**config.mk**
```make
export PLATFORM = sky130hd
export DESIGN_NAME = gamepad_action_autorepeat
export DESIGN_NICKNAME = d
export VERILOG_FILES = /design/src/hdl/gaa_pkg.sv /design/src/hdl/gaa_step.sv /design/src/hdl/gamepad_action_autorepeat.sv
export SDC_FILE = /design/constraint.sdc
export NUM_CORES = 1
export LEC_CHECK = 0
export ABC_CLOCK_PERIOD_IN_PS = 9820
export BUFFER_PORTS_ARGS = -buffer_cell sky130_fd_sc_hd__buf_2
export CORE_AREA = 5 5 166 168
export CTS_BUF_LIST = sky130_fd_sc_hd__clkbuf_8
export DETAILED_ROUTE_END_ITERATION = 10
export DIE_AREA = 0 0 171 173
export PLACE_DENSITY_LB_ADDON = 0.12
export SLEW_MARGIN = 5
export SYNTH_ARGS = -nofsm -noshare
export SYNTH_HDL_FRONTEND = slang
export SYNTH_SLANG_ARGS = --single-unit
```
**constraint.sdc**
```tcl
create_clock -name clk -period 9.82 [get_ports clk]
set_input_delay 1.473 -clock clk [delete_from_list [all_inputs] [get_ports clk]]
set_output_delay 1.473 -clock clk [all_outputs]
set_load 0.005 [all_outputs]
```
**src/hdl/gaa_pkg.sv**
```systemverilog
// ----------------------------------------------------------------------------
// gaa_pkg
// Types and constants shared by the gamepad action auto-repeat block.
// ----------------------------------------------------------------------------
package gaa_pkg;

  typedef enum logic [1:0] {
    KIND_TICK   = 2'd0,
    KIND_DOWN   = 2'd1,
    KIND_UP     = 2'd2,
    KIND_AXIS   = 2'd3
  } kind_t;

  typedef struct packed {
    kind_t              kind;
    logic [15:0]        controller_id;
    logic [4:0]         button_code;
    logic [2:0]         axis_id;
    logic signed [15:0] axis_value;
  } in_item_t;

  typedef struct packed {
    logic [3:0] action_code;
    logic       last_of_run;
  } out_item_t;

  typedef struct packed {
    logic [14:0]        axis_deadzone;
    logic [15:0]        initial_delay_ms;
    logic [15:0]        repeat_interval_ms;
    logic signed [16:0] active_controller_id;
  } cfg_t;

  // Register indexes of the configuration port
  localparam int unsigned CFG_IDX_W = 2;
  localparam logic [CFG_IDX_W-1:0] CFG_DEADZONE = 2'd0;
  localparam logic [CFG_IDX_W-1:0] CFG_INITIAL  = 2'd1;
  localparam logic [CFG_IDX_W-1:0] CFG_INTERVAL = 2'd2;
  localparam logic [CFG_IDX_W-1:0] CFG_ACTIVE   = 2'd3;
  localparam int unsigned CFG_DATA_W = 17;

  // Reset values of the registers
  localparam logic [14:0]        RST_DEADZONE = 15'd16000;
  localparam logic [15:0]        RST_INITIAL  = 16'd500;
  localparam logic [15:0]        RST_INTERVAL = 16'd180;
  localparam logic signed [16:0] RST_ACTIVE   = -17'sd1;

  // Button codes
  localparam logic [4:0] BTN_A      = 5'd0;
  localparam logic [4:0] BTN_B      = 5'd1;
  localparam logic [4:0] BTN_X      = 5'd2;
  localparam logic [4:0] BTN_Y      = 5'd3;
  localparam logic [4:0] BTN_BACK   = 5'd4;
  localparam logic [4:0] BTN_START  = 5'd6;
  localparam logic [4:0] BTN_LSHLD  = 5'd9;
  localparam logic [4:0] BTN_RSHLD  = 5'd10;
  localparam logic [4:0] BTN_DUP    = 5'd11;
  localparam logic [4:0] BTN_DDOWN  = 5'd12;
  localparam logic [4:0] BTN_DLEFT  = 5'd13;
  localparam logic [4:0] BTN_DRIGHT = 5'd14;

  // Axis ids
  localparam logic [2:0] AXIS_LX = 3'd0;
  localparam logic [2:0] AXIS_LY = 3'd1;

  // Action codes; one bit each in the pending action mask
  localparam int unsigned NUM_ACTIONS  = 12;
  localparam int unsigned ACT_ACCEPT   = 0;
  localparam int unsigned ACT_CANCEL   = 1;
  localparam int unsigned ACT_X        = 2;
  localparam int unsigned ACT_Y        = 3;
  localparam int unsigned ACT_QUIT     = 4;
  localparam int unsigned ACT_PLAY     = 5;
  localparam int unsigned ACT_LSHLD    = 6;
  localparam int unsigned ACT_RSHLD    = 7;
  localparam int unsigned ACT_DIR_BASE = 8;

  // Directions, in service order
  localparam int unsigned NUM_DIRS  = 4;
  localparam int unsigned DIR_UP    = 0;
  localparam int unsigned DIR_DOWN  = 1;
  localparam int unsigned DIR_LEFT  = 2;
  localparam int unsigned DIR_RIGHT = 3;

  typedef logic [NUM_ACTIONS-1:0] act_mask_t;

endpackage

```
**src/hdl/gaa_step.sv**
```systemverilog
// ----------------------------------------------------------------------------
// gaa_step
// Next direction state and pending action mask for one item.
// ----------------------------------------------------------------------------
module gaa_step
  import gaa_pkg::*;
#(
  parameter int unsigned TIMER_BITS = 16
) (
  input  in_item_t              item,
  input  cfg_t                  cfg,
  input  logic [NUM_DIRS-1:0]   held,
  input  logic [TIMER_BITS-1:0] cd      [NUM_DIRS],
  output logic [NUM_DIRS-1:0]   held_nxt,
  output logic [TIMER_BITS-1:0] cd_nxt  [NUM_DIRS],
  output act_mask_t             mask
);

  localparam logic [32:0] TMAX = (33'd1 << TIMER_BITS) - 33'd1;

  logic [TIMER_BITS-1:0] load_init;
  logic [TIMER_BITS-1:0] load_int;
  logic [TIMER_BITS-1:0] dec [NUM_DIRS];
  logic [NUM_DIRS-1:0]   touch;
  logic [NUM_DIRS-1:0]   want;
  logic                  active;
  logic signed [16:0]    val;
  logic signed [16:0]    dz;
  logic                  neg;
  logic                  pos;

  // Saturate the delays to what the timer can hold
  assign load_init = (33'(cfg.initial_delay_ms) > TMAX) ? TIMER_BITS'(TMAX)
                                                        : TIMER_BITS'(cfg.initial_delay_ms);
  assign load_int  = (33'(cfg.repeat_interval_ms) > TMAX) ? TIMER_BITS'(TMAX)
                                                          : TIMER_BITS'(cfg.repeat_interval_ms);

  // A negative active id has bit 16 set and never matches
  assign active = ({1'b0, item.controller_id} == $unsigned(cfg.active_controller_id));

  assign val = $signed({item.axis_value[15], item.axis_value});
  assign dz  = $signed({2'b00, cfg.axis_deadzone});
  assign neg = (val < -dz);
  assign pos = (val > dz);

  always_comb begin
    held_nxt = held;
    cd_nxt   = cd;
    mask     = '0;
    touch    = '0;
    want     = '0;
    for (int d = 0; d < NUM_DIRS; d++) begin
      dec[d] = (cd[d] != '0) ? cd[d] - TIMER_BITS'(1) : cd[d];
    end

    unique case (item.kind)
      KIND_TICK: begin
        for (int d = 0; d < NUM_DIRS; d++) begin
          if (held[d]) begin
            if (dec[d] == '0) begin
              mask[ACT_DIR_BASE + d] = 1'b1;
              cd_nxt[d]              = load_int;
            end else begin
              cd_nxt[d] = dec[d];
            end
          end
        end
      end
      KIND_DOWN: begin
        if (active) begin
          unique case (item.button_code)
            BTN_A:      mask[ACT_ACCEPT] = 1'b1;
            BTN_B:      mask[ACT_CANCEL] = 1'b1;
            BTN_X:      mask[ACT_X]      = 1'b1;
            BTN_Y:      mask[ACT_Y]      = 1'b1;
            BTN_BACK:   mask[ACT_QUIT]   = 1'b1;
            BTN_START:  mask[ACT_PLAY]   = 1'b1;
            BTN_LSHLD:  mask[ACT_LSHLD]  = 1'b1;
            BTN_RSHLD:  mask[ACT_RSHLD]  = 1'b1;
            BTN_DUP:    begin touch[DIR_UP]    = 1'b1; want[DIR_UP]    = 1'b1; end
            BTN_DDOWN:  begin touch[DIR_DOWN]  = 1'b1; want[DIR_DOWN]  = 1'b1; end
            BTN_DLEFT:  begin touch[DIR_LEFT]  = 1'b1; want[DIR_LEFT]  = 1'b1; end
            BTN_DRIGHT: begin touch[DIR_RIGHT] = 1'b1; want[DIR_RIGHT] = 1'b1; end
            default: ;
          endcase
        end
      end
      KIND_UP: begin
        // release is not filtered by controller
        unique case (item.button_code)
          BTN_DUP:    touch[DIR_UP]    = 1'b1;
          BTN_DDOWN:  touch[DIR_DOWN]  = 1'b1;
          BTN_DLEFT:  touch[DIR_LEFT]  = 1'b1;
          BTN_DRIGHT: touch[DIR_RIGHT] = 1'b1;
          default: ;
        endcase
      end
      KIND_AXIS: begin
        if (active) begin
          unique case (item.axis_id)
            AXIS_LX: begin
              touch[DIR_LEFT]  = 1'b1;
              touch[DIR_RIGHT] = 1'b1;
              want[DIR_LEFT]   = neg;
              want[DIR_RIGHT]  = pos;
            end
            AXIS_LY: begin
              touch[DIR_UP]   = 1'b1;
              touch[DIR_DOWN] = 1'b1;
              want[DIR_UP]    = neg;
              want[DIR_DOWN]  = pos;
            end
            default: ;
          endcase
        end
      end
      default: ;
    endcase

    // Apply press and release; a change to the same state does nothing
    for (int d = 0; d < NUM_DIRS; d++) begin
      if (touch[d] && (held[d] != want[d])) begin
        held_nxt[d] = want[d];
        if (want[d]) begin
          cd_nxt[d]              = load_init;
          mask[ACT_DIR_BASE + d] = 1'b1;
        end else begin
          cd_nxt[d] = '0;
        end
      end
    end
  end

endmodule

```
**src/hdl/gamepad_action_autorepeat.sv**
```systemverilog
// ----------------------------------------------------------------------------
// gamepad_action_autorepeat
// Gamepad event to action code mapper with typematic direction repeat.
// ----------------------------------------------------------------------------
// Usage:
//   in_*   : one event item per handshake (tick, button down/up, axis motion).
//            An item is taken when in_valid is high and in_stall is low.
//   out_*  : action items, zero to four per event item, in order; the last
//            one caused by an event carries last_of_run.
//   cfg_*  : register writes, always ready; write only while the block is idle.
// Flow: an event item waits in the input register until the previous run has
//   drained, is resolved in one pass; its actions are registered for out_*.
// Throughput: with out_stall low, one event item per cycle while it produces
//   at most one action; an item with more actions holds the output register
//   until all are taken, so the action output (one per cycle) sets the rate.
// Reset (synchronous, rst_n low): registers take their default values, all
//   directions are released, both holding registers empty.
// Receiver stall: the current action holds on out_data; one further event
//   item is taken into the input register, then in_stall rises.
// ----------------------------------------------------------------------------
module gamepad_action_autorepeat
  import gaa_pkg::*;
#(
  parameter int unsigned TIMER_BITS = 16
) (
  input  logic                  clk,
  input  logic                  rst_n,
  input  logic                  in_valid,
  output logic                  in_stall,
  input  in_item_t              in_data,
  output logic                  out_valid,
  input  logic                  out_stall,
  output out_item_t             out_data,
  input  logic                  cfg_valid,
  output logic                  cfg_ready,
  input  logic [CFG_IDX_W-1:0]  cfg_index,
  input  logic [CFG_DATA_W-1:0] cfg_data
);

  // Configuration registers
  cfg_t                  cfg_r;

  // Input register
  logic                  in_full_r;
  in_item_t              in_item_r;

  // Direction state
  logic [NUM_DIRS-1:0]   held_r;
  logic [NUM_DIRS-1:0]   held_nxt;
  logic [TIMER_BITS-1:0] cd_r   [NUM_DIRS];
  logic [TIMER_BITS-1:0] cd_nxt [NUM_DIRS];

  // Pending actions, emitted lowest code first
  act_mask_t             mask_r;
  act_mask_t             mask_nxt;
  act_mask_t             step_mask;

  logic                  in_acc;
  logic                  out_acc;
  logic                  single;
  logic                  drain_done;
  logic                  advance;
  logic [3:0]            low_code;

  assign cfg_ready = 1'b1;

  always_ff @(posedge clk) begin
    if (!rst_n) begin
      cfg_r.axis_deadzone        <= RST_DEADZONE;
      cfg_r.initial_delay_ms     <= RST_INITIAL;
      cfg_r.repeat_interval_ms   <= RST_INTERVAL;
      cfg_r.active_controller_id <= RST_ACTIVE;
    end else if (cfg_valid && cfg_ready) begin
      unique case (cfg_index)
        CFG_DEADZONE: cfg_r.axis_deadzone        <= cfg_data[14:0];
        CFG_INITIAL:  cfg_r.initial_delay_ms     <= cfg_data[15:0];
        CFG_INTERVAL: cfg_r.repeat_interval_ms   <= cfg_data[15:0];
        CFG_ACTIVE:   cfg_r.active_controller_id <= $signed(cfg_data);
        default: ;
      endcase
    end
  end

  // Output side: the head of the mask is the current action
  assign single     = (mask_r != '0) && ((mask_r & (mask_r - act_mask_t'(1))) == '0);
  assign out_valid  = (mask_r != '0);
  assign out_acc    = out_valid && !out_stall;
  assign drain_done = (mask_r == '0) || (single && out_acc);

  // Advance the held item into the mask once the previous run is out
  assign advance  = in_full_r && drain_done;
  assign in_stall = in_full_r && !drain_done;
  assign in_acc   = in_valid && !in_stall;

  always_comb begin
    low_code = '0;
    for (int i = NUM_ACTIONS - 1; i >= 0; i--) begin
      if (mask_r[i]) begin
        low_code = 4'(i);
      end
    end
  end

  assign out_data.action_code = low_code;
  assign out_data.last_of_run = single;

  gaa_step #(
    .TIMER_BITS (TIMER_BITS)
  ) u_step (
    .item     (in_item_r),
    .cfg      (cfg_r),
    .held     (held_r),
    .cd       (cd_r),
    .held_nxt (held_nxt),
    .cd_nxt   (cd_nxt),
    .mask     (step_mask)
  );

  always_comb begin
    if (advance) begin
      mask_nxt = step_mask;
    end else if (out_acc) begin
      // drop the action just taken
      mask_nxt = mask_r & (mask_r - act_mask_t'(1));
    end else begin
      mask_nxt = mask_r;
    end
  end

  always_ff @(posedge clk) begin
    if (!rst_n) begin
      in_full_r <= 1'b0;
      mask_r    <= '0;
      held_r    <= '0;
      for (int d = 0; d < NUM_DIRS; d++) begin
        cd_r[d] <= '0;
      end
    end else begin
      mask_r <= mask_nxt;
      if (in_acc) begin
        in_full_r <= 1'b1;
      end else if (advance) begin
        in_full_r <= 1'b0;
      end
      if (advance) begin
        held_r <= held_nxt;
        cd_r   <= cd_nxt;
      end
    end
  end

  always_ff @(posedge clk) begin
    if (in_acc) begin
      in_item_r <= in_data;
    end
  end

endmodule

```
* After elaboration in Yosys (flattened, before gate mapping)
Index checks and enable logic that the tools add are counted.
Storage, ports and cells: register bits after elaboration 187, input bits 66, output and inout bits 8
Cells by class: add/subtract/negate cells 6, order comparisons 2, equal/unequal tests 23, mux-type cells 77, bitwise gates (word level) 1, reduce and logical (&&, ||, !) cells 51
Operators with widths (number):
- $mux 16 | 20
- $logic_not 16->1 | 4
- $mux 4 | 16
- $mux 64 | 1
- $reduce_bool 16->1 | 4
- $sub 16x1->16 const B | 4
- $eq 5x4->1 const B | 6
- $mux 1 | 30
- $logic_not 12->1 | 2
- $mux 12 | 2
- $reduce_bool 2->1 | 10
- $eq 16x17->1 | 1
- $lt 16x17->1 | 1
- $neg 15->17 | 1
- $gt 16x16->1 | 1
- $mux 8 | 2
- $reduce_and 2->1 | 8
- $and 12x12->12 | 1
- $pmux 4 s3 | 1
- $reduce_and 3->1 | 4
- $reduce_bool 12->1 | 1
- $sub 12x1->12 const B | 1
- $eq 5x2->1 const B | 2
- $eq 5x3->1 const B | 2
- 13 further kinds | 35

* Logic depth before layout (Yosys ltp)
word-level depth 12, mapped depth 19

* By module
Synthesis repeated with hierarchy kept, for this count alone.
Second synthesis, totals: cells, all modules 1662, area, all modules 12553.3 µm²
Modules (own cells, without submodules):
- gamepad_action_autorepeat | times used 1, cells each 737, area an instance 6819.0 µm²
- gaa_step | times used 1, cells each 925, area an instance 5734.2 µm²

* Least setup slack after synthesis
Ideal clock, no wire load.
path type input port to flip-flop, start input out_stall, end register in_item_r[0] (netlist name) (enable), library setup time 0.446 ns, arrival time 3.873 ns, path slack 5.500 ns, cell stages on the path 5, path through a21oi_1 -> o21ai_0 -> o31a_1 -> and2_1 -> nor2b_1
Between the ends: cells in the longest elaborated chain, start to end 8
Ends and longest elaborated chain:
- start, declared | line gamepad_action_autorepeat.sv:32 | input logic out_stall,
- $logic_not 1->1 | line gamepad_action_autorepeat.sv:87 | assign out_acc = out_valid && !out_stall;
- $logic_and 1x1->1 | line gamepad_action_autorepeat.sv:87
- $logic_and 1x1->1 | line gamepad_action_autorepeat.sv:88 | assign drain_done = (mask_r == '0) || (single && out_acc);
- $logic_or 1x1->1 | line gamepad_action_autorepeat.sv:88
- $logic_not 1->1 | line gamepad_action_autorepeat.sv:92 | assign in_stall = in_full_r && !drain_done;
- $logic_and 1x1->1 | line gamepad_action_autorepeat.sv:92
- named net in_stall | line gamepad_action_autorepeat.sv:29 | output logic in_stall,
- $logic_not 1->1 | line gamepad_action_autorepeat.sv:93 | assign in_acc = in_valid && !in_stall;
- $logic_and 1x1->1 | line gamepad_action_autorepeat.sv:93
- named net in_acc | line gamepad_action_autorepeat.sv:58 | logic in_acc;
- end signal, assigned | line gamepad_action_autorepeat.sv:154 | in_item_r <= in_data;
- end, declared | line gamepad_action_autorepeat.sv:45 | in_item_t in_item_r;
The timed path passes the listed nets, and every way through them passes these cells. A chain may end at the register's enable or synchronous reset.

* Final worst setup path
start register cfg_r[52] (netlist name), end register cd_r[59] (netlist name)
Between the ends: cells in the longest elaborated chain, start to end 9, elaborated cells between the ends (all ways) 12, those cells by class add/sub: 1; order compare: 1; eq/ne: 1; mux: 5; reduce/logical: 4
Ends and longest elaborated chain:
- start, declared | line gamepad_action_autorepeat.sv:41 | cfg_t cfg_r;
- $neg 15->17 * | line gaa_step.sv:43 | assign neg = (val < -dz);
- $lt 16x17->1 * | line gaa_step.sv:43
- $mux 2 * | line gaa_step.sv:100 | unique case (item.axis_id)
- $mux 4 * | line gaa_step.sv:99 | if (active) begin
- $pmux 4 s2 * | line gaa_step.sv:56 | unique case (item.kind)
- $ne 1x1->1 | line gaa_step.sv:122 | if (touch[d] && (held[d] != want[d])) begin
- $logic_and 1x1->1 | line gaa_step.sv:122
- $reduce_bool 2->1 (no line)
- $reduce_and 3->1 (no line)
- end signal, assigned | line gamepad_action_autorepeat.sv:147 | cd_r <= cd_nxt;
- end, declared | line gamepad_action_autorepeat.sv:50 | logic [TIMER_BITS-1:0] cd_r [NUM_DIRS];
Every way passes the cells marked *; elsewhere a longest branch is shown, timed or not.

==> summary.md <==
| Metric | Value |
|---|---|
| Min Hold Slack | `468 ps` |
| Vias per cell | `5.97` |
| Yosys warnings | `0` |
| Ordered cell list for the critical path | `inv_1 > nand4_1 > or3_1 > or3_1 > nor4_1 > nand3_1 > xnor2_1 > ha_1 > and4_1 > a311oi_1 > nand4_1 > nand2_1 > a31o_2 > o31a_1 > o21ai_0 > a31oi_1` |
| DR vias | `10500` |
| Hpwl dp | `23900 um` |
| Status | `completed` |
| Hold_sp | `cfg_r[54]$_SDFFE_PN0P_` |
| Worst setup EP type | `register` |
| IO Count | `74` |
| First-pass GRT wire length | `54200 um` |
| Post-synthesis sequential area ratio | `37.0%` |
| CTS Buf Count | `17` |
| Mapped cell area | `11200 um^2` |
| RSZ-0062 raised after global routing | `false` |
| Post-synth cell types | `79` |
| NumNets Final | `1514` |
| CP Max Fanout | `32` |
| Crit path from | `cfg_r[52]$_SDFFE_PN0P_` |
| MaxCap Viol Count | `0` |
| Syn_nets | `1490` |
| Setup Fix Bufs, Post-CTS | `0` |
| Root Buffer | `clkbuf_8` |
| Power Dens Cells | `124 nW/um^2` |
| Top_reg_cell synth | `dfxtp_1` |
| Post-synth ARST share | `0%` |
| Area grow syn2layout | `8.78%` |
| CTS tree | `yes` |
| Worst path max stage delay | `920 ps` |
| Slew HR | `20.2%` |
| Critical Path Start Type | `register` |
| Avg WL per Cell | `19.4 um` |
| Total length of routed wires | `34000 um` |
| Reg clk slew, reported paths | `120 ps` |
| Post-route ant nets | `0` |
| Min Tclk post-route | `5110 ps` |
| Port bufs | `72` |
| Syn Inst Count | `1384` |
| DRT iter0 DRCs | `868` |
| Number of cell rows | `59` |
| Syn_area_per_cell | `8.13 um^2` |
| Ratio of cells with drive above 1 in the final layout | `10.5%` |
| Initial Util | `43.7%` |
| Final Max Tran Viols | `0` |
| Worst-skew pair later-pin latency | `490 ps` |
| Final setup vio count | `0` |
| Synth Register Bits | `187` |
| Max IR drop VDD | `0.0971 mV` |
| Largest net degree at the start of global routing | `70` |
| Finished Core Util | `47.5%` |
| GRT Overall Usage | `22.9%` |
| Min-delay worst type | `reg -> reg` |
| N_diodes | `0` |
| GP Congestion | `0.914` |
| GR Overflow Total | `0` |
| DR DRC count | `0` |
| Die height | `173 um` |
| Total power | `1510 uW` |
| Hold Fails Final Rpt | `0` |
| RR Startpoint | `cfg_r[52]$_SDFFE_PN0P_` |
| Die width | `171 um` |
| Worst Clk Skew | `17.9 ps` |
| DR pass1 iterations | `8` |
| Critical path class | `reg -> reg` |
| Worst Tran Pin Value | `1190 ps` |
| Clk sinks | `187` |
| Number of global-route vias before repair | `10100` |
| Post-CTS sizing | `0` |
| DIE AREA | `29600 um^2` |
| Max Freq | `0.196 GHz` |
| H-tree depth | `4` |
| Final Cycle Share | `52.0%` |
| CP max-delay cell | `o31a_1` |
| Initial antenna violation count | `1` |
| Worst EP arrival | `5520 ps` |
| Leak | `0.00496 uW` |
| Total Neg Setup Slack | `0 ps` |
| Hold_buf cts | `0` |
| Req. time, crit path | `10230 ps` |
| Number of synthesized flops with an enable pin | `42` |
| Clk buf depth | `2` |
| Core area | `25800 um^2` |
[placed cells by master, fill, tap and decap left out, types with 9 or more instances in the layout]
master     instances
nor4_1            31
xnor2_1           41
nand3_1           63
nor2_1           106
a22oi_1           10
ha_1              40
o21ai_0           66
and2_1            11
or3_1             12
a31oi_1           13
and3_1            10
clkbuf_8          18
nand2b_1          11
nand2_1          205
inv_1             40
a21o_1            14
or4_1             13
edfxtp_1          42
dfxtp_1          145
xor2_1            24
nor3_1            35
a2bb2oi_1         37
buf_2             72
nor2b_1           11
a211oi_1          39
o211ai_1          12
buf_4              9
a21oi_1          119
nand4_1           20
[cell type report]
class / count / area [um^2]
clock buffers: 18 / 248
clock inverters: 14 / 175
fillers: 2548 / 13500
inverters: 41 / 154
multi-input cells: 1080 / 6650
flip-flops and latches: 187 / 4160
well taps: 335 / 419
repair buffers: 81 / 428
[critical path, delay by kind of cell, from the launching register on]
family	cells	cell delay, ps
AOI/OAI and AO/OA	5	2060
and+or+nand+nor	8	2050
DFF	1	330
adders and majority gates	1	290
xor gates and xnor gates	1	160
buffers and inverters	1	140
[per-layer routing]
metal | vias up | global-route usage [%] | share of wire [%]
met5 | - | 0 | 0.053
li1 | 5130 | - | -
met1 | 4968 | 31.0 | 45
met4 | 2 | 7.43 | 2.8
met3 | 59 | 4.38 | 6.2
met2 | 323 | 36.8 | 46
[sequential cells by signal (all words and copies together) (netlist names)]
signal / cells
held_r: 4
mask_r: 12
in_item_r: 42
cfg_r: 64
cd_r: 64
in_full_r: 1
[path summary, 6_finish.rpt]
kind / slack, ps / cells past startpoint / endpoint
hold / removal: 470 / 2 / cfg_r[54]$_SDFFE_PN0P_
hold reg to reg: 470 / 2 / cfg_r[54]$_SDFFE_PN0P_
setup reg to reg: 4710 / 16 / cd_r[59]$_SDFFE_PN0P_
setup / recovery: 4710 / 16 / cd_r[59]$_SDFFE_PN0P_
[Yosys cell counts, types with 4 or more instances]
| cell | instances | share of area (%) |
|---|---|---|
| a211oi_1 | 40 | 2.7 |
| a21o_1 | 14 | 0.93 |
| a21oi_1 | 121 | 5.4 |
| a221oi_1 | 5 | 0.39 |
| a22oi_1 | 10 | 0.67 |
| a2bb2oi_1 | 37 | 2.9 |
| a311oi_1 | 6 | 0.47 |
| a31o_2 | 5 | 0.39 |
| a31oi_1 | 13 | 0.72 |
| and2_1 | 11 | 0.61 |
| and3_1 | 10 | 0.56 |
| and4_1 | 6 | 0.47 |
| buf_2 | 11 | 0.49 |
| buf_4 | 4 | 0.27 |
| clkbuf_1 | 60 | 2.0 |
| dfxtp_1 | 145 | 26 |
| edfxtp_1 | 42 | 11 |
| ha_1 | 40 | 4.4 |
| inv_1 | 40 | 1.3 |
| mux2i_1 | 8 | 0.71 |
| nand2_1 | 205 | 6.8 |
| nand2b_1 | 11 | 0.61 |
| nand3_1 | 63 | 2.8 |
| nand4_1 | 20 | 1.1 |
| nor2_1 | 106 | 3.5 |
| nor2b_1 | 12 | 0.67 |
| nor3_1 | 36 | 1.6 |
| nor3b_1 | 8 | 0.53 |
| nor4_1 | 31 | 1.7 |
| nor4_2 | 5 | 0.56 |
| nor4b_1 | 6 | 0.47 |
| o211ai_1 | 12 | 0.80 |
| o21a_1 | 8 | 0.53 |
| o21ai_0 | 66 | 2.9 |
| o31a_1 | 4 | 0.31 |
| o31ai_1 | 8 | 0.53 |
| or2_2 | 5 | 0.28 |
| or3_1 | 12 | 0.67 |
| or4_1 | 13 | 0.87 |
| xnor2_1 | 41 | 3.2 |
| xor2_1 | 24 | 1.9 |
[per-stage QoR]
step / cells / worst slack [ps] / area [um^2]
6_report: 1756 / 4710 / 12200
5_1_grt: 1756 / 4210 / 12200
4_1_cts: 1756 / 4720 / 12200
3_5_place_dp: 1724 / 4750 / 11800
3_3_place_gp: 1724 / 4910 / 11800
2_1_floorplan: 1384 / 5500 / 11200
[cells by family (layout without fill, tap and decap cells)]
| kind of cell | after synthesis | after routing | synth area share [%] |
|---|---|---|---|
| AO/OA/AOI/OAI | 381 | 381 | 22.1 |
| XOR/XNOR | 65 | 65 | 5.06 |
| adder cells (fa/ha/maj) | 42 | 42 | 4.63 |
| buffers and inverters | 117 | 154 | 4.23 |
| flip-flops | 187 | 187 | 37.0 |
| multiplexers | 9 | 9 | 0.812 |
| other | 1 | 1 | 0.0333 |
| AND/OR/NAND/NOR | 582 | 582 | 26.1 |
[power breakdown]
part / total (uW) / leakage, uW / internal [uW] / switching (uW)
Combinational: 130 / 0.00317 / 54.3 / 75.3
Clock: 545 / 0.000211 / 203 / 343
Sequential: 838 / 0.00159 / 809 / 29.6
No activity file was read; power rests on OpenSTA's default activity.
